===== src/sv/bgeu_mul.sv =====
// ----------------------------------------------------------------------------
// bgeu_mul
// shared 32x32 unsigned multiplier with registered product
// ----------------------------------------------------------------------------
module bgeu_mul (
  input  logic        clk_i,
  input  logic [31:0] a_i,
  input  logic [31:0] b_i,
  output logic [63:0] p_o
);

  logic [63:0] p_q;

  always_ff @(posedge clk_i) begin
    p_q <= 64'(a_i) * 64'(b_i);
  end

  assign p_o = p_q;

endmodule


===== config.mk =====
export PLATFORM = sky130hd
export DESIGN_NAME = bgeu_mul
export DESIGN_NICKNAME = d
export VERILOG_FILES = /design/src/sv/bgeu_mul.sv
export SDC_FILE = /design/constraint.sdc
export NUM_CORES = 2
export LEC_CHECK = 0
export ABC_AREA = 1
export BUFFER_PORTS_ARGS = -buffer_cell sky130_fd_sc_hd__buf_4
export CAP_MARGIN = 20
export CORE_AREA = 2 2 262 367
export DETAILED_ROUTE_END_ITERATION = 6
export DIE_AREA = 0 0 264 369
export PLACE_DENSITY = 0.66
export SYNTH_ARGS = -nofsm -noshare
export SYNTH_HDL_FRONTEND = slang
export SYNTH_SLANG_ARGS = --single-unit

===== constraint.sdc =====
create_clock -name clk_i -period 6.85 [get_ports clk_i]
set_input_delay 0.3425 -clock clk_i [delete_from_list [all_inputs] [get_ports clk_i]]
set_output_delay 0.3425 -clock clk_i [all_outputs]
set_load 0.02 [all_outputs]

# Word level (Yosys, flattened, before mapping)
# Cells that the tools add are included.
[totals]
inputBits = 65
reg_bits = 64
rom_bits = 0
memories = 0
mem_bits_rw = 0
latch_bits = 0
[classes]
magnitude_cmp = 0
reduce_logical = 0
n_bitwise = 0
n_mul = 1
eq_ne = 0
n_div = 0
shifts = 0
add_sub_neg = 0
muxes = 0
[ops]
columns = ["cell", "count"]
rows = [
  ["multiplier 32 x 32 -> 64 bit", 1],
]

# Longest topological paths before layout
[depth]
word_depth = 1
mapped_depth = 30

# Least setup slack after synthesis
# Ideal clock, no wire load.
[synth_timing]
path_type = "input port to flip-flop"
from = "in a_i[25]"
to = "reg p_q[60], in the netlist p_o[60]"
path_slack_ps = 693
cell_stages = 26
arrival_ps = 6045
path_cell_list = "clkbuf_1 -> nand2_1 -> fa_1 -> inv_1 -> fa_1 -> inv_1 -> fa_1 -> inv_1 -> fa_1 -> fa_1 -> fa_1 -> fa_1 -> inv_1 -> fa_1 -> inv_1 -> ha_1 -> nand2_1 -> nand2_1 -> a21oi_1 -> nand2_1 -> nand2_1 -> nand2_1 -> a21oi_1 -> nand2_1 -> nand2_1 -> nand2_1"
[synth_between]
elab_chain_len = 1
[synth_rtl]
columns = ["element", "line", "source"]
rows = [
  ["start, declared", "7", "input logic [31:0] a_i,"],
  ["multiplier 32 x 32 -> 64 bit", "15", "p_q <= 64'(a_i) * 64'(b_i);"],
  ["end signal, assigned", "15", ""],
  ["end, declared", "12", "logic [63:0] p_q;"],
]
# No other way between the ends.

# Worst setup path after layout
[layout_timing]
from = "in a_i[11]"
to = "reg p_q[57], in the netlist p_o[57]"
# Same word-level chain as after synthesis.

==> results.sh <==
export IMPL_status="complete, no violations"
export IMPL_ys_warn_count=0
export IMPL_largest_reg_flops=64
export IMPL_wl_mm=105.2
export IMPL_maxSlewViolCount=0
export IMPL_synth_cells=5023
export IMPL_cts_htree_levels=3
export IMPL_post_cts_buffers=0
export IMPL_coreArea_sq_um=93860
export IMPL_setup_violations_final=0
export IMPL_post_cts_resized=0
export IMPL_route_detailed_drc=0
export IMPL_pin_count=129
export IMPL_met2_usage_pct=41.11
export IMPL_utilization_pct=42.93
export IMPL_cts_sinks=64
export IMPL_cts_tree="yes"
export IMPL_met1_usage_pct=27.60
export IMPL_start_util_pct=39.85
export IMPL_cts_buffers_inserted=9
export IMPL_fin_cells=6294
export IMPL_wire_per_inst_um=16.71
export IMPL_grt_met3_usage_pct=2.262
export IMPL_fin_hold_ws_ns=0.4033
export IMPL_vias_per_cell=4.743
export IMPL_dr_pass1_iters=6
export IMPL_drive_above_1_share_pct=6.087
export IMPL_drtIter0Drc=1724
export IMPL_syn_nets=6247
export IMPL_clk_pin_slew_worst_paths_ns=0.07
export IMPL_tightest_slew_ns=0.4932
export IMPL_fmax_mhz=152.4
export IMPL_cts_buffer_depth=2
export IMPL_cp_required_ns=7.11
export IMPL_clockRootBuffer="clkbuf_16"
export IMPL_path_class="primary input to flip-flop"
export IMPL_hold_path_class="primary input to flip-flop"
export IMPL_ctsHoldBuffers=0
export IMPL_grt_pass1_vias=32881
export IMPL_mostFrequentLayoutCells="inv_1 (1723), nand2_1 (1566), fa_1 (896), ha_1 (263), buf_4 (226)"
export IMPL_syn_area_sq_um=37400
export IMPL_min_period_over_period_pct=95.80
export IMPL_nNetsFinal=6295
export IMPL_cp_max_fo=23
export IMPL_drtAntennaViolNets=0
export IMPL_io_buffers=128
export IMPL_die_w_um=264
export IMPL_slew_limit_headroom_pct=67.12
export IMPL_seq_area_frac_synth_pct=3.426
export IMPL_timing_max_cap_violations=0
export IMPL_area_delta_synth_final_pct=7.731
export IMPL_synth_cell_types=23
export IMPL_gr_total_overflow=0
export IMPL_ys_seq_elements=64
export IMPL_rsz0062_at_grt="no"
export IMPL_dp_hpwl_mm=92.00
export IMPL_vias=29855
export IMPL_grt_max_degree=33
export IMPL_critPathCaptureType="flip-flop"
export IMPL_grtUsageTotal_pct=22.60
export IMPL_syn_mean_instance_area_sq_um=7.446
export IMPL_cp_start_kind="primary input"
export IMPL_num_rows=133
export IMPL_crit_arrival_ns=6.82
export IMPL_antenna_found_initial=3
export IMPL_die_area_sq_um=97420
export IMPL_dp_cells=6275
export IMPL_busiest_layer="met2"
export IMPL_die_y_um=369
export IMPL_gp_congestion=0.9345
export IMPL_hold_violations=0
export IMPL_grt_pass1_wl_mm=173.2
export IMPL_layout_commonest_cell="inv_1"
export IMPL_fin_crit_ns=6.562
==> synth_stat cells <==
cell type | instances | area (sq um)
a21oi_1 | 43 | 215.2
clkbuf_1 | 192 | 720.7
dfxtp_1 | 64 | 1281
fa_1 | 896 | 17940
ha_1 | 263 | 3291
inv_1 | 1723 | 6467
inv_2 | 12 | 45.04
nand2_1 | 1566 | 5878
nand2_2 | 15 | 93.84
nand3_1 | 56 | 280.3
nand3_2 | 9 | 90.09
nand4_1 | 16 | 100.1
nor2_1 | 81 | 304.0
nor2_2 | 14 | 87.58
nor2_4 | 6 | 67.56
nor3_1 | 11 | 55.05
nor3_2 | 6 | 60.06
nor3_4 | 1 | 16.27
o21ai_0 | 2 | 10.01
o21bai_1 | 11 | 82.58
o21bai_2 | 1 | 11.26
xnor2_1 | 2 | 17.52
xor2_1 | 33 | 289.0
==> per-layer routing <==
layer	share of wire, %	vias up
met4	3.8	0
met1	40	15150
met5	0	-
met3	4.8	185
li1	-	13712
met2	52	808
==> cells by family after synthesis <==
family,share of synthesized area (%)
AOI/OAI and AO/OA,0.8531
xor gates and xnor gates,0.8196
adders and majority gates,56.76
buffers and inverters,19.34
DFF,3.426
and+or+nand+nor,18.80
==> worst paths after layout <==
check / startpoint / end / cells past startpoint / slack, ns
worst max-delay path: a_i[11] / p_o[57] / 25 / 0.29
worst min-delay path: b_i[0] / p_o[0] / 3 / 0.40
==> worst max-delay path, stage by stage <==
cell,delay [ns]
buf_4,0.36
buf_4,0.20
nand2_1,0.05
inv_1,0.10
fa_1,0.45
fa_1,0.50
inv_1,0.05
fa_1,0.46
fa_1,0.52
fa_1,0.55
inv_1,0.05
fa_1,0.45
fa_1,0.57
fa_1,0.51
ha_1,0.41
nand2_1,0.14
inv_1,0.05
nand2_1,0.05
nand2_1,0.08
a21oi_1,0.29
nand3_2,0.20
nand2_1,0.18
nand3_1,0.10
nand2_1,0.07
nand2_1,0.05
==> cell type report <==
cell class	instances	area (sq um)
Multi-Input combinational cell	3032	28890
Timing Repair Buffer	229	1757
Clock buffer	9	225.2
Antenna cell	3	7.507
Sequential cell	64	1281
Fill cell	9644	53560
Clock inverter	7	102.6
Inverter	1735	6513
Tap cell	1215	1520
==> through the flow <==
step	worst slack, ns	area (sq um)	TNS, ns
finish	0.2880	40290	0
global route	0.04676	40290	0
CTS	0.3214	40280	0
detailed placement	-0.03455	39960	-0.05703
global placement	0.01032	39960	0
floorplan	0.6931	37400	0
Power is left out: the tool's default activity adds up to more than one toggle a clock period on the data nets, which glitch-free logic cannot reach.
