===== config.mk =====
export PLATFORM = sky130hd
export DESIGN_NAME = bgeu_sqrt
export DESIGN_NICKNAME = d
export VERILOG_FILES = /design/src/sv/bgeu_pkg.sv /design/src/sv/bgeu_sqrt.sv
export SDC_FILE = /design/constraint.sdc
export NUM_CORES = 1
export LEC_CHECK = 0
export BUFFER_PORTS_ARGS = -buffer_cell sky130_fd_sc_hd__buf_4
export CORE_UTILIZATION = 57
export DETAILED_ROUTE_END_ITERATION = 8
export HOLD_SLACK_MARGIN = 0.03
export PLACE_DENSITY = 0.79
export SETUP_SLACK_MARGIN = 0.05
export SLEW_MARGIN = 20
export SYNTH_ARGS = -nofsm -noshare
export SYNTH_HDL_FRONTEND = slang
export SYNTH_SLANG_ARGS = --single-unit

===== constraint.sdc =====
create_clock -name clk_i -period 9.13 [get_ports clk_i]
set_clock_uncertainty 0.1 [all_clocks]
set_input_delay 0.913 -clock clk_i [delete_from_list [all_inputs] [get_ports clk_i]]
set_output_delay 0.913 -clock clk_i [all_outputs]
set_load 0.02 [all_outputs]

===== src/sv/bgeu_pkg.sv =====
// ----------------------------------------------------------------------------
// bgeu_pkg
// shared constants, codes, request/status types and helpers for the gravity
// euler step block
// ----------------------------------------------------------------------------
package bgeu_pkg;

  localparam int FRAC_BITS = 16;

  // G = 0.6674 as unsigned Q0.32, rounded to nearest at FRAC_BITS fraction bits
  localparam logic [63:0] G_Q32   = 64'd2866461173;
  localparam logic [63:0] GF_FULL = (G_Q32 + (64'd1 << (31 - FRAC_BITS))) >> (32 - FRAC_BITS);
  localparam int          GF_W    = FRAC_BITS;
  localparam logic [GF_W-1:0] GF  = GF_FULL[GF_W-1:0];

  // G*m width, dividend width of g = G*m*2^(2F)/s, and divider step counter width
  localparam int GM_W  = 32 + GF_W;
  localparam int DIV_W = GM_W + 2 * FRAC_BITS;
  localparam int CNT_W = $clog2(DIV_W + 1);

  localparam logic [31:0] TIME_STEP_RST = 32'd429497;

  localparam logic [2:0] REG_START_POS_X = 3'd0;
  localparam logic [2:0] REG_START_POS_Y = 3'd1;
  localparam logic [2:0] REG_START_VEL_X = 3'd2;
  localparam logic [2:0] REG_START_VEL_Y = 3'd3;
  localparam logic [2:0] REG_TIME_STEP   = 3'd4;

  localparam logic [1:0] CMD_GRAVITY = 2'd0;
  localparam logic [1:0] CMD_TICK    = 2'd1;
  localparam logic [1:0] CMD_LOAD    = 2'd2;

  typedef struct packed {
    logic        start;
    logic [63:0] radicand;
  } sqrt_req_t;

  typedef struct packed {
    logic        busy;
    logic        done;
    logic [31:0] root;
  } sqrt_sts_t;

  typedef struct packed {
    logic             start;
    logic [CNT_W-1:0] iters;
    logic [63:0]      rem_init;
    logic [DIV_W-1:0] num;
    logic [63:0]      den;
  } div_req_t;

  typedef struct packed {
    logic        busy;
    logic        done;
    logic [31:0] quo;
    logic        ovf;
  } div_sts_t;

  typedef struct packed {
    logic        clip;
    logic [31:0] val;
  } sat_t;

  localparam logic signed [33:0] MAX34 = 34'sd2147483647;
  localparam logic signed [33:0] MIN34 = -34'sd2147483648;

  function automatic sat_t sat32(input logic signed [33:0] v);
    sat_t r;
    r.clip = 1'b0;
    r.val  = v[31:0];
    if (v > MAX34) begin
      r.clip = 1'b1;
      r.val  = 32'h7fff_ffff;
    end else if (v < MIN34) begin
      r.clip = 1'b1;
      r.val  = 32'h8000_0000;
    end
    return r;
  endfunction

  function automatic logic [31:0] abs32(input logic [31:0] v);
    return v[31] ? (32'd0 - v) : v;
  endfunction

endpackage


===== src/sv/bgeu_sqrt.sv =====
// ----------------------------------------------------------------------------
// bgeu_sqrt
// bit-pair integer square root of a 64-bit value, one step per cycle
// ----------------------------------------------------------------------------
module bgeu_sqrt (
  input  logic                clk_i,
  input  logic                rst_ni,
  input  bgeu_pkg::sqrt_req_t req_i,
  output bgeu_pkg::sqrt_sts_t sts_o
);
  import bgeu_pkg::*;

  logic [63:0] n_q, res_q, bit_q;
  logic        done_q;
  logic [63:0] sum;
  logic        ge;

  assign sum = res_q + bit_q;
  assign ge  = (n_q >= sum);

  always_ff @(posedge clk_i or negedge rst_ni) begin
    if (!rst_ni) begin
      bit_q  <= '0;
      done_q <= 1'b0;
    end else begin
      done_q <= (bit_q == 64'd1);
      if (req_i.start) begin
        bit_q <= 64'd1 << 62;
      end else begin
        bit_q <= bit_q >> 2;
      end
    end
  end

  always_ff @(posedge clk_i) begin
    if (req_i.start) begin
      n_q   <= req_i.radicand;
      res_q <= '0;
    end else if (bit_q != 64'd0) begin
      if (ge) begin
        n_q   <= n_q - sum;
        res_q <= (res_q >> 1) + bit_q;
      end else begin
        res_q <= res_q >> 1;
      end
    end
  end

  assign sts_o.busy = (bit_q != 64'd0);
  assign sts_o.done = done_q;
  assign sts_o.root = res_q[31:0];

endmodule


Yosys cells after proc, flatten, opt, wreduce, memory -nomap -nowiden
Index checks and enable logic that the tools add are counted.
{ "totals": {"word_cells": 18, "reg_bits": 192, "output_inout_bits": 34} }
{ "op_classes": {"add_sub_neg": 3, "order_cmp": 1, "mux": 5, "n_reduce_logical": 4, "n_eq_ne": 1} }
{ "op_table": {"columns": ["cell", "n"], "rows": [
  ["two-way mux 64 bit", 4],
  ["adder 63 x 63 -> 64 bit", 1],
  ["adder 64 x 63 -> 64 bit", 1],
  [">= comparator 64 bit", 1],
  ["nonzero test 64 bit", 1],
  ["subtractor 64 bit", 1],
  ["== test 63 x 1 -> 1 bit (second input constant)", 1],
  ["two-way mux 63 bit", 1],
  ["nonzero test 2 bit", 2],
  ["AND reduction 2 bit", 1]
]} }

Logic depth before layout (Yosys ltp)
{ "logic_depth": {"depth_word": 5, "ltp_mapped": 26, "mapped_depth_nobuf": 23} }

Worst setup path after synthesis
No wires, ideal clock.
{ "synth_path": {"path_kind": "register -> register", "startpoint": "reg bit_q[4]", "endpoint": "reg n_q[0] (enable)", "path_stages_with_launch": 25, "slack_ns": -0.726, "t_arrival_ns": 9.182, "n_path_buf": 4, "setup_ns": 0.574, "synth_period_minus_slack_ns": 9.856, "path_cell_list": "dfrtp_1 ha_1 a21oi_2 or4_1 a2111o_1 a21oi_1 o21a_2 a41o_2 a21oi_1 o21ai_0 nand2_1 xor2_1 ha_1 clkbuf_1 nand4_1 nor3_1 a31oi_1 o211ai_1 a21oi_1 o21a_1 a31o_2 buf_2 buf_4 buf_2 o21ai_0"} }
{ "synth_between": {"elab_chain_len": 4, "elab_cells_between_ends": 6, "classes_between": "add/sub (1); order compare (1); reduce/logical (4)"} }
{ "synth_lines": {"columns": ["element", "line_no", "source"], "rows": [
  ["from (decl)", "bgeu_sqrt.sv:13", "logic [63:0] n_q, res_q, bit_q;"],
  ["from (signal assigned)", "bgeu_sqrt.sv:28", "bit_q <= 64'd1 << 62;"],
  ["from (signal assigned)", "bgeu_sqrt.sv:30", "bit_q <= bit_q >> 2;"],
  ["adder 64 x 63 -> 64 bit", "bgeu_sqrt.sv:18", "assign sum = res_q + bit_q;"],
  [">= comparator 64 bit", "bgeu_sqrt.sv:19", "assign ge = (n_q >= sum);"],
  ["nonzero test 2 bit (no line)", null, null],
  ["AND reduction 2 bit (no line) (*)", null, null],
  ["to (signal assigned)", "bgeu_sqrt.sv:37", "n_q <= req_i.radicand;"],
  ["to (signal assigned)", "bgeu_sqrt.sv:41", "n_q <= n_q - sum;"],
  ["to (decl)", "bgeu_sqrt.sv:13", null]
]} }
Every way passes the cells marked *; elsewhere a longest branch is shown, timed or not.
A chain may end at the register's enable or synchronous reset.

Final worst setup path
{ "layout_path": {"startpoint": "reg bit_q[0]", "endpoint": "reg n_q[3] (enable)"} }
Same word-level chain as after synthesis.

==> flow_summary.yaml <==
floorplanning:
  die_h_um: 165
  io_pins: 101
  dieWidth_um: 165
  die_area_um2: 27400
  coreArea_um2: 26100
  rows: 59
  start_util: 0.583
setup_path:
  crit_path_end_kind: "register"
  cp-start-kind: "register"
  r2r_start: "bit_q[0]"
  startpoint: "bit_q[0]"
  crit_arrival_ps: 6970
  crit_required_ps: 9110
  path_class: "register to register"
  critPathMaxFanout: 54
status:
  run_status: "finished with violations"
  violations: "DRC"
power:
  pwr-share-comb: 0.603
  p_leak_nw: 6.37
  finalPower_mw: 4.93
  p_per_area_nw_per_um2: 300
  seq_power_share: 0.244
  switching_share: 0.476
  switchingPower_mw: 2.35
  ir_drop_mv: 0.285
  p_int_mw: 2.58
  p_clk_frac: 0.153
layout:
  area_growth_pct: 7.94
  diodes: 0
  fin_nets: 2125
  finalNonFillerCells: 2275
  drive_gt1_frac: 0.105
  fin_util: 0.629
timing:
  hold_viol_final: 0
  period_minus_slack_ps: 6990
  holdWs_ps: 301
  slew_violations: 0
  finalCritPeriodShare: 0.766
  setup_viol: 0
  rsz0062_at_grt: "false"
  tightest_slew_ps: 773
  fmax_mhz: 143
  setup_tns_ps: 0
  relSlewSlack: 0.480
grt:
  antenna_found_initial: 0
  grt_max_degree: 77
  grt_pass1_vias: 14300
  grt.total_usage: 0.328
  grt_pass1_wl_mm: 70.9
  grt_overflow_total: 0
clocking:
  cts_tree: "built"
  post_cts_buffers: 0
  numCtsBuffers: 17
  cts_buffer_depth: 2
  cts_root_buf: "clkbuf_16"
  htree_levels: 4
  cts-resized-gates: 0
  clkSinkCount: 161
  clock_latency_ps: 460
  ctsHoldBuffers: 0
  path_clk_slew_ps: 70
routing:
  drt_iter0_markers: 1366
  viasPerCell: 6.50
  wl_per_cell_um: 19.4
  wirelength_mm: 44.1
  dr.pass1.iters: 8
  vias: 14800
  postRouteAntennaNets: 0
  route.detailed.drc: 8
synth:
  synth.most_common_cell: "nand2_1"
  ys_ff_latch: 161
  yosys.area.top_type_share: 0.126
  netlist_area_um2: 15200
  avgSynthCellArea_um2: 7.87
  ys_seq_area_frac: 0.265
  yosysWarnings: 0
  ys_types: 88
  synth_ff_type: "edfxtp_1"
  syn-instance-count: 1935
  synth.area.top_cells: "edfxtp_1 (13%), ha_1 (11%), dfxtp_1 (8.4%)"
  async_flop_share: 0.205
  synth_edf_count: 64
  synth_common_cells: "nand2_1 (250), o21ai_0 (194), a21oi_1 (146), nor2_1 (134), ha_1 (130)"
  synth_nets: 2133
  synth_area_leader_cell: "edfxtp_1"
placed_design:
  dp_hpwl_mm: 33.2
  dp.cells: 2243
  gp_congestion: 0.985
  port_buffers: 100
worst_hold_path:
  hp-class: "input port to async pin"
flow_run:
  maxCapViolCount: 0
==> metrics by stage <==
step / area, um^2 / setup slack [ps]
3_3_place_gp: 15800 / 2490
6_report: 16400 / 2140
2_1_floorplan: 15200 / 1010
5_1_grt: 16400 / 1570
4_1_cts: 16400 / 2280
3_5_place_dp: 15800 / 2330
==> routing by layer <==
layer  up-vias  track usage  wire length (um)
met2       620        0.574             21300
li1       7045            -                 -
met1      6986        0.388             18000
met3       140       0.0534              2830
met4         0        0.162              1970
met5         -            0                 0
==> placed cells by master, fill, tap and decap left out, types with 38 or more instances in the layout <==
cell type,count
a21oi_1,146
a31oi_1,56
buf_4,110
dfxtp_1,64
edfxtp_1,64
ha_1,130
inv_1,45
nand2_1,250
nand4_1,51
nor2_1,133
nor2b_1,54
o21ai_0,193
o21bai_1,38
xnor2_1,93
xor2_1,72
==> flip-flops by register name, summed over array words and instances, names as in the netlist <==
name,flops
bit_q,32
done_q,1
n_q,64
res_q,64
==> worst max-delay path, cell delays in order (launching register included) <==
cell and delay [ps]:
dfrtp_1 450, ha_1 250, ha_1 240, a211oi_1 460
nor4_1 130, o21ai_1 310, a2111oi_0 170, nor3_1 500
o21ai_0 210, a21oi_1 230, o31a_1 220, a21bo_2 240
ha_1 420, nand4_1 220, nor2_1 230, a31oi_1 110
o211ai_1 120, a21oi_1 120, o21a_1 190, a31o_2 220
buf_4 300, o21ai_4 470, buf_4 660
==> logic make-up after synthesis <==
family | after synthesis | synth area share
AOI/OAI and AO/OA | 640 | 0.270
xor gates and xnor gates | 165 | 0.0949
adders and majority gates | 131 | 0.108
buffers and inverters | 183 | 0.0554
DFF | 161 | 0.265
muxes | 13 | 0.00887
and+or+nand+nor | 642 | 0.198
==> area by class of cell <==
class,count,area [um^2]
Clock buffer,21,480
Clock inverter,11,114
Fill cell,2319,9700
Inverter,46,173
Multi-Input combinational cell,1591,10400
Sequential cell,161,4030
Tap cell,335,419
Timing Repair Buffer,110,826
==> power by group through the flow <==
stage	registers [mW]	logic (mW)	clock network [mW]
6_report	1.20	2.97	0.754
5_1_grt	1.22	3.26	0.785
4_1_cts	1.20	2.92	0.754
3_5_place_dp	1.21	2.89	0
3_3_place_gp	1.21	2.83	0
2_1_floorplan	1.13	2.30	0
==> path summary, 6_finish.rpt <==
kind | slack [ps] | cells after the start | to
setup / recovery | 2140 | 22 | n_q[3]
hold / removal | 300 | 1 | bit_q[8]
setup reg to reg | 2140 | 22 | n_q[3]
hold reg to reg | 440 | 2 | res_q[0]
max in group asynchronous | 8290 | 1 | bit_q[44]
min in group clk_i | 440 | 2 | res_q[0]
Note: power is estimated with default switching activity, not from simulation.
