$ cat config.mk
export PLATFORM = sky130hd
export DESIGN_NAME = bgeu_div
export DESIGN_NICKNAME = d
export VERILOG_FILES = /design/src/sv/bgeu_pkg.sv /design/src/sv/bgeu_div.sv
export SDC_FILE = /design/constraint.sdc
export NUM_CORES = 1
export LEC_CHECK = 0
export ABC_CLOCK_PERIOD_IN_PS = 6500
export BUFFER_PORTS_ARGS = -buffer_cell sky130_fd_sc_hd__buf_2
export CORE_MARGIN = 2
export CORE_UTILIZATION = 30
export DETAILED_ROUTE_END_ITERATION = 16
export SLEW_MARGIN = 0
export SYNTH_ARGS = -nofsm -noshare
export SYNTH_HDL_FRONTEND = slang
export SYNTH_SLANG_ARGS = --single-unit
$ cat constraint.sdc
create_clock -name clk_i -period 6.5 [get_ports clk_i]
set_clock_uncertainty 0.15 [all_clocks]
set_input_delay 0 -clock clk_i [delete_from_list [all_inputs] [get_ports clk_i]]
set_output_delay 0 -clock clk_i [all_outputs]
set_load 0.05 [all_outputs]
$ cat src/sv/bgeu_pkg.sv
// ----------------------------------------------------------------------------
// bgeu_pkg
// shared constants, codes, request/status types and helpers for the gravity
// euler step block
// ----------------------------------------------------------------------------
package bgeu_pkg;

  localparam int FRAC_BITS = 16;

  // G = 0.6674 as unsigned Q0.32, rounded to nearest at FRAC_BITS fraction bits
  localparam logic [63:0] G_Q32   = 64'd2866461173;
  localparam logic [63:0] GF_FULL = (G_Q32 + (64'd1 << (31 - FRAC_BITS))) >> (32 - FRAC_BITS);
  localparam int          GF_W    = FRAC_BITS;
  localparam logic [GF_W-1:0] GF  = GF_FULL[GF_W-1:0];

  // G*m width, dividend width of g = G*m*2^(2F)/s, and divider step counter width
  localparam int GM_W  = 32 + GF_W;
  localparam int DIV_W = GM_W + 2 * FRAC_BITS;
  localparam int CNT_W = $clog2(DIV_W + 1);

  localparam logic [31:0] TIME_STEP_RST = 32'd429497;

  localparam logic [2:0] REG_START_POS_X = 3'd0;
  localparam logic [2:0] REG_START_POS_Y = 3'd1;
  localparam logic [2:0] REG_START_VEL_X = 3'd2;
  localparam logic [2:0] REG_START_VEL_Y = 3'd3;
  localparam logic [2:0] REG_TIME_STEP   = 3'd4;

  localparam logic [1:0] CMD_GRAVITY = 2'd0;
  localparam logic [1:0] CMD_TICK    = 2'd1;
  localparam logic [1:0] CMD_LOAD    = 2'd2;

  typedef struct packed {
    logic        start;
    logic [63:0] radicand;
  } sqrt_req_t;

  typedef struct packed {
    logic        busy;
    logic        done;
    logic [31:0] root;
  } sqrt_sts_t;

  typedef struct packed {
    logic             start;
    logic [CNT_W-1:0] iters;
    logic [63:0]      rem_init;
    logic [DIV_W-1:0] num;
    logic [63:0]      den;
  } div_req_t;

  typedef struct packed {
    logic        busy;
    logic        done;
    logic [31:0] quo;
    logic        ovf;
  } div_sts_t;

  typedef struct packed {
    logic        clip;
    logic [31:0] val;
  } sat_t;

  localparam logic signed [33:0] MAX34 = 34'sd2147483647;
  localparam logic signed [33:0] MIN34 = -34'sd2147483648;

  function automatic sat_t sat32(input logic signed [33:0] v);
    sat_t r;
    r.clip = 1'b0;
    r.val  = v[31:0];
    if (v > MAX34) begin
      r.clip = 1'b1;
      r.val  = 32'h7fff_ffff;
    end else if (v < MIN34) begin
      r.clip = 1'b1;
      r.val  = 32'h8000_0000;
    end
    return r;
  endfunction

  function automatic logic [31:0] abs32(input logic [31:0] v);
    return v[31] ? (32'd0 - v) : v;
  endfunction

endpackage

$ cat src/sv/bgeu_div.sv
// ----------------------------------------------------------------------------
// bgeu_div
// restoring divider, one quotient bit per cycle, flags a quotient past 2^31-1
// ----------------------------------------------------------------------------
module bgeu_div (
  input  logic               clk_i,
  input  logic               rst_ni,
  input  bgeu_pkg::div_req_t req_i,
  output bgeu_pkg::div_sts_t sts_o
);
  import bgeu_pkg::*;

  logic [63:0]      rem_q;
  logic [DIV_W-1:0] num_q;
  logic [63:0]      den_q;
  logic [31:0]      q_q;
  logic             ovf_q;
  logic [CNT_W-1:0] cnt_q;
  logic             done_q;
  logic [64:0]      rem_sh;
  logic [64:0]      rem_sub;
  logic             ge;

  assign rem_sh  = {rem_q, num_q[DIV_W-1]};
  assign ge      = (rem_sh >= {1'b0, den_q});
  assign rem_sub = rem_sh - {1'b0, den_q};

  always_ff @(posedge clk_i or negedge rst_ni) begin
    if (!rst_ni) begin
      cnt_q  <= '0;
      done_q <= 1'b0;
    end else begin
      done_q <= (cnt_q == CNT_W'(1));
      if (req_i.start) begin
        cnt_q <= req_i.iters;
      end else if (cnt_q != '0) begin
        cnt_q <= cnt_q - CNT_W'(1);
      end
    end
  end

  always_ff @(posedge clk_i) begin
    if (req_i.start) begin
      rem_q <= req_i.rem_init;
      num_q <= req_i.num;
      den_q <= req_i.den;
      q_q   <= '0;
      ovf_q <= 1'b0;
    end else if (cnt_q != '0) begin
      // the remainder stays below the divisor, so 64 bits hold it
      rem_q <= ge ? rem_sub[63:0] : rem_sh[63:0];
      num_q <= num_q << 1;
      q_q   <= {q_q[30:0], ge};
      // a bit leaving position 31 means the quotient is past the 31-bit range
      ovf_q <= ovf_q | q_q[31];
    end
  end

  assign sts_o.busy = (cnt_q != '0);
  assign sts_o.done = done_q;
  assign sts_o.quo  = q_q;
  assign sts_o.ovf  = ovf_q | q_q[31];

endmodule

After elaboration in Yosys (flattened, before gate mapping):

Cells that the tools add are included.

* $add $sub $neg: 2
* multiply operators: 0
* divide/modulo/power cells: 0
* magnitude comparators: 1
* equality and inequality tests: 1
* shift-type cells: 0
* mux-type cells: 7
* bitwise gates (word level): 1
* reductions and logical operators: 2

Operators with widths (count)
* $mux 64: 3
* $mux 80: 2
* $ge 65x64->1: 1
* $sub 64x64->64: 1
* $mux 7: 2
* $eq 7x1->1 const B: 1
* $reduce_bool 7->1: 1
* $sub 7x1->7 const B: 1
* $reduce_bool 2->1: 1
* $or 1x1->1: 1

* bits in registers: 249
* latch bits: 0
* memory bits (writable): 0
* memory bits (read-only): 0
* bits of input ports: 218
* output and inout port bits: 35
* word-level logic and storage cells: 21
* memories kept: 0

Depth between registers and ports, before layout:

* depth after elaboration: 4
* depth in mapped cells: 15
* depth with buffers taken out: 14

Least setup slack after synthesis:

OpenSTA, ideal clock, no wires.

* kind: flip-flop to flip-flop
* start: reg cnt_q[0]
* end: reg num_q[0], enable pin
* arrival: 3.980 ns
* data required time: 5.136 ns
* path slack: 1.156 ns
* cell stages (with the launch flop): 8
* buffers on the path: 1
* clock period less this slack: 5.344 ns
* cells stage by stage: dfrtp_1 > inv_1 > ha_1 > nor2b_1 > nand2_1 > nor2_1 > clkbuf_1 > nand2_1

* longest elaborated chain between the ends: 2

Ends and longest elaborated chain
* start: declaration: line bgeu_div.sv:18 `logic [CNT_W-1:0] cnt_q;`
* start signal: assignment: line bgeu_div.sv:35 `cnt_q <= req_i.iters;`
* start signal: assignment: line bgeu_div.sv:37 `cnt_q <= cnt_q - CNT_W'(1);`
* $reduce_bool 7->1: line bgeu_div.sv:49 `end else if (cnt_q != '0) begin`
* $reduce_bool 2->1 (no source line)
* end signal: assignment: line bgeu_div.sv:45 `num_q <= req_i.num;`
* end signal: assignment: line bgeu_div.sv:52 `num_q <= num_q << 1;`
* end: declaration: line bgeu_div.sv:14 `logic [DIV_W-1:0] num_q;`

Every way passes these cells.
A chain may end at the register's enable or synchronous reset.

Worst setup path after layout:

* start: reg rem_q[13]
* end: reg rem_q[36] (data pin)

* longest elaborated chain between the ends: 4
* elaborated cells on any way between the ends: 5

Ends and longest elaborated chain
* start: declaration: line bgeu_div.sv:13 `logic [63:0] rem_q;`
* start signal: assignment: line bgeu_div.sv:44 `rem_q <= req_i.rem_init;`
* start signal: assignment: line bgeu_div.sv:51 `rem_q <= ge ? rem_sub[63:0] : rem_sh[63:0];`
* $sub 64x64->64 / $ge 65x64->1 (equally long branches): line bgeu_div.sv:26, bgeu_div.sv:25
* $mux 64 *: line bgeu_div.sv:51
* $mux 64 *: line bgeu_div.sv:49
* $mux 64 *: line bgeu_div.sv:43 `if (req_i.start) begin`

Every way passes the cells marked *; elsewhere a longest branch is shown, timed or not. The select of a mux whose other input is x is not followed.

==> results.md <==
- Worst-margin pin slew: approximately 1.2 ns
- Post-Syn Area per Cell: approximately 11 sq um
- Largest family of logic cells by synthesized area: compound AO/OA/AOI/OAI gates
- CTS tree: done
- Crit path cell chain: ha_1 -> a21o_1 -> o21bai_1 -> a221oi_2 -> nand3_1 -> a31oi_4 -> o41ai_4 -> a221oi_4 -> buf_4 -> nor2_2 -> a221o_1 -> dlygate4sd3_1
- RePlAce Congestion: slightly below 0.9
- Fmax: slightly above 200 MHz
- Worst Hold Slack: ~0.0077 ns
- TNS Setup: 0 ns
- DR vias: 12300
- Die Y: 221 microns
- Async SR Flop Fraction: around 3.2%
- Worst-path maximum fanout: 52
- Period utilization: ~75%
- Residual DRC: 0
- Max-cap violations: 0
- CP top delay family: compound AO/OA/AOI/OAI gates
- Vias per cell: roughly 4.9
- Footprint of the multi-input gates: between 6000 and 7000 sq um
- Post-DP Area: 15900 sq um
- Library cells used by synthesis: between 60 and 70
- Post-Synth Adder-Cell Area: roughly 6.0%
- Post-route antenna net violation count: 0
- Yosys reg bits: between 200 and 250
- Routed len/inst: approximately 17 microns
- Cell area after synthesis: about 14000 sq um
- FILL cells: about 4400
- Initial DRC Count: ~720
- Synth area leaders: edfxtp_1 44%, mux2_2 8.2%, ha_1 5.9%
- Die area: a little under 50000 sq um
- Nature of the critical path endpoint: flop
- Antenna violations before repair: 14
- Total track usage: approximately 17%
- Most common library cells after synthesis: 208 x edfxtp_1, 171 x nand2_1, 124 x a21oi_1
- Post-CTS Hold Buffers: 338
- Clock transition at the registers of the reported paths: 0.06 ns
- First drt pass iteration count: 5
- Unrepaired setup endpoints after global routing: false
- Mapped Cells: about 1300
- CP max stage delay: around 0.56 ns
- First-pass GRT wire length: 66700 microns
- Io pins: around 250
- Post-place setup slack: between 2 and 2.5 ns
- Post-CTS Setup Inserts: 0
- Num CTS Buffers: 30
- Status: completed
- Layout cells sized above 1: between 20 and 25%
- Post-layout minimum cycle time: between 4 and 5 ns
- Sequential fraction of the synthesis area: between 50% and 60%
- Hold Crit Class: in2reg
- Vias in the first global route: ~13000
- Yosys top cell by area: edfxtp_1
- Finish-stage setup viols: 0
- Layout overhead on the synthesized area: 43.7%
- Core area: about 46000 sq um
- Largest net degree at the start of global routing: 93
- CP Data Arrival Time: 5.03 ns
- Drt total wl: 43500 microns
- Clock sink count: approximately 250
- HPWL after DPL: between 20000 and 30000 microns
- Synth warn: 0
- Initial Utilization: just over 30%
- Worst setup SP type: flop
- Max IR drop VDD: between 0.2 and 0.25 mV
- Max-slew headroom: ~22%
- Final Cell Area: 20200 sq um
- Multiplexer share of the synthesized area: 8.73%
- Final hold viol count: 0
- Critical Path RT: roughly 6.7 ns
- WS Path Type: reg2reg
- Top cell type's share of synthesized area: around 44%
- LEAKAGE: roughly 8.4 nW
- Bufs on Longest Clock Path: 3
- Primary FF master, synth: edfxtp_1
- Most common cell in the netlist: edfxtp_1
- NumNets Final: ~2200
- Worst-skew pair later-pin latency: around 0.59 ns
- Port Buffer Count: roughly 250
- Critical path buffer and inverter count: 2
- Total grt overflow: 0
- Die extent in x: roughly 220 microns
- Slowest CP cell: dlygate4sd3_1
- Final worst setup slack: 1.64 ns
- H-Tree Depth: 1
- Post-synth EDFFs: 208
- Num rows: approximately 80
- FF+latch area: between 7000 and 8000 sq um
- Power density over cell area: around 360 nW/um^2
- Simple-gate area share of the yosys netlist: approximately 11%
- Compound-Gate Fraction of Synth Area: 15.7%
- Post-synth net total: between 1500 and 2000
- Post_cts resized: 0
- Final Max Tran Viols: 0
- Root buffer cell: clkbuf_16
- Post-Synth XOR/XNOR Area: approximately 3.7%
-- worst paths after layout --
check | end | depth (start not counted) | start | slack [ns]
min in group asynchronous | cnt_q[5]$_DFFE_PN0P_ | 3 | rst_ni | 0.26
min | den_q[0]$_DFFE_PP_ | 2 | req_i[0] | 0.008
min reg2reg | q_q[29]$_SDFFE_PP0P_ | 2 | q_q[28]$_SDFFE_PP0P_ | 0.32
max | rem_q[36]$_DFFE_PP_ | 12 | rem_q[13]$_DFFE_PP_ | 1.64
max in group asynchronous | done_q$_DFF_PN0_ | 3 | rst_ni | 5.68
max reg2reg | rem_q[36]$_DFFE_PP_ | 12 | rem_q[13]$_DFFE_PP_ | 1.64
-- cell families (layout without fill, tap and decap cells) --
group / Yosys count / count (layout)
AOI/OAI and AO/OA: 344 / 344
and+or+nand+nor: 337 / 337
DFF: 249 / 249
buffers and inverters: 153 / 739
muxes: 110 / 110
adders and majority gates: 67 / 67
xor gates and xnor gates: 59 / 59
other: 0 / 9
-- report_power, final --
| part | leakage, nW | total (W) | switching [W] | internal, W |
|---|---|---|---|---|
| Sequential | 2.52 | 0.00232 | 0.000173 | 0.00214 |
| Clock | 0.455 | 0.00162 | 0.000698 | 0.000926 |
| Combinational | 5.44 | 0.00341 | 0.00192 | 0.00149 |
| Total | 8.42 | 0.00735 | 0.00279 | 0.00456 |
-- per-stage QoR --
stage,std cells,utilization [%],power [W]
after floorplan,1319,-,0.00478
after global placement,2120,34.2,0.00546
after detailed placement,2120,34.2,0.00549
after CTS,2512,43.5,0.00736
after global routing,2517,43.5,0.00787
final,2521,43.5,0.00735
-- flip-flops by register name, summed over array words and instances, names as in the netlist --
name	flops
cnt_q	7
ovf_q	1
q_q	32
done_q	1
num_q	80
rem_q	64
den_q	64
-- metal layers --
| metal | share of wire [%] | track usage (%) | wire length, microns |
|---|---|---|---|
| met5 | 0.14 | 0 | 61 |
| met4 | 2.5 | 4.47 | 1080 |
| met3 | 6.1 | 3.95 | 2660 |
| met2 | 49 | 30.6 | 21200 |
| met1 | 42 | 21.5 | 18500 |
-- cells in the final DEF (no fill, tap or decap), types with 16 or more instances in the layout --
cell type | Yosys | final
inv_1 | 85 | 85
edfxtp_1 | 208 | 208
o21ai_0 | 61 | 61
mux2_2 | 102 | 102
o21ai_1 | 16 | 16
xnor2_1 | 31 | 31
and3_1 | 22 | 22
nor2_1 | 53 | 52
clkbuf_16 | 0 | 30
a21o_1 | 28 | 28
a21oi_1 | 124 | 124
dfxtp_1 | 33 | 33
xor2_1 | 28 | 28
nand4_1 | 23 | 23
nand2_1 | 171 | 170
buf_2 | 18 | 251
dlygate4sd3_1 | 0 | 338
ha_1 | 66 | 66
-- layout make-up --
cell class,count,share of cell area (%)
timing repair buffer,599,23.4
clock buffer,42,4.08
inverter,86,1.60
antenna,9,0.111
tap,607,3.76
clock inverter,12,0.576
multi-input combinational,917,31.4
sequential,249,35.2
Power figures use the tool's default switching activity.
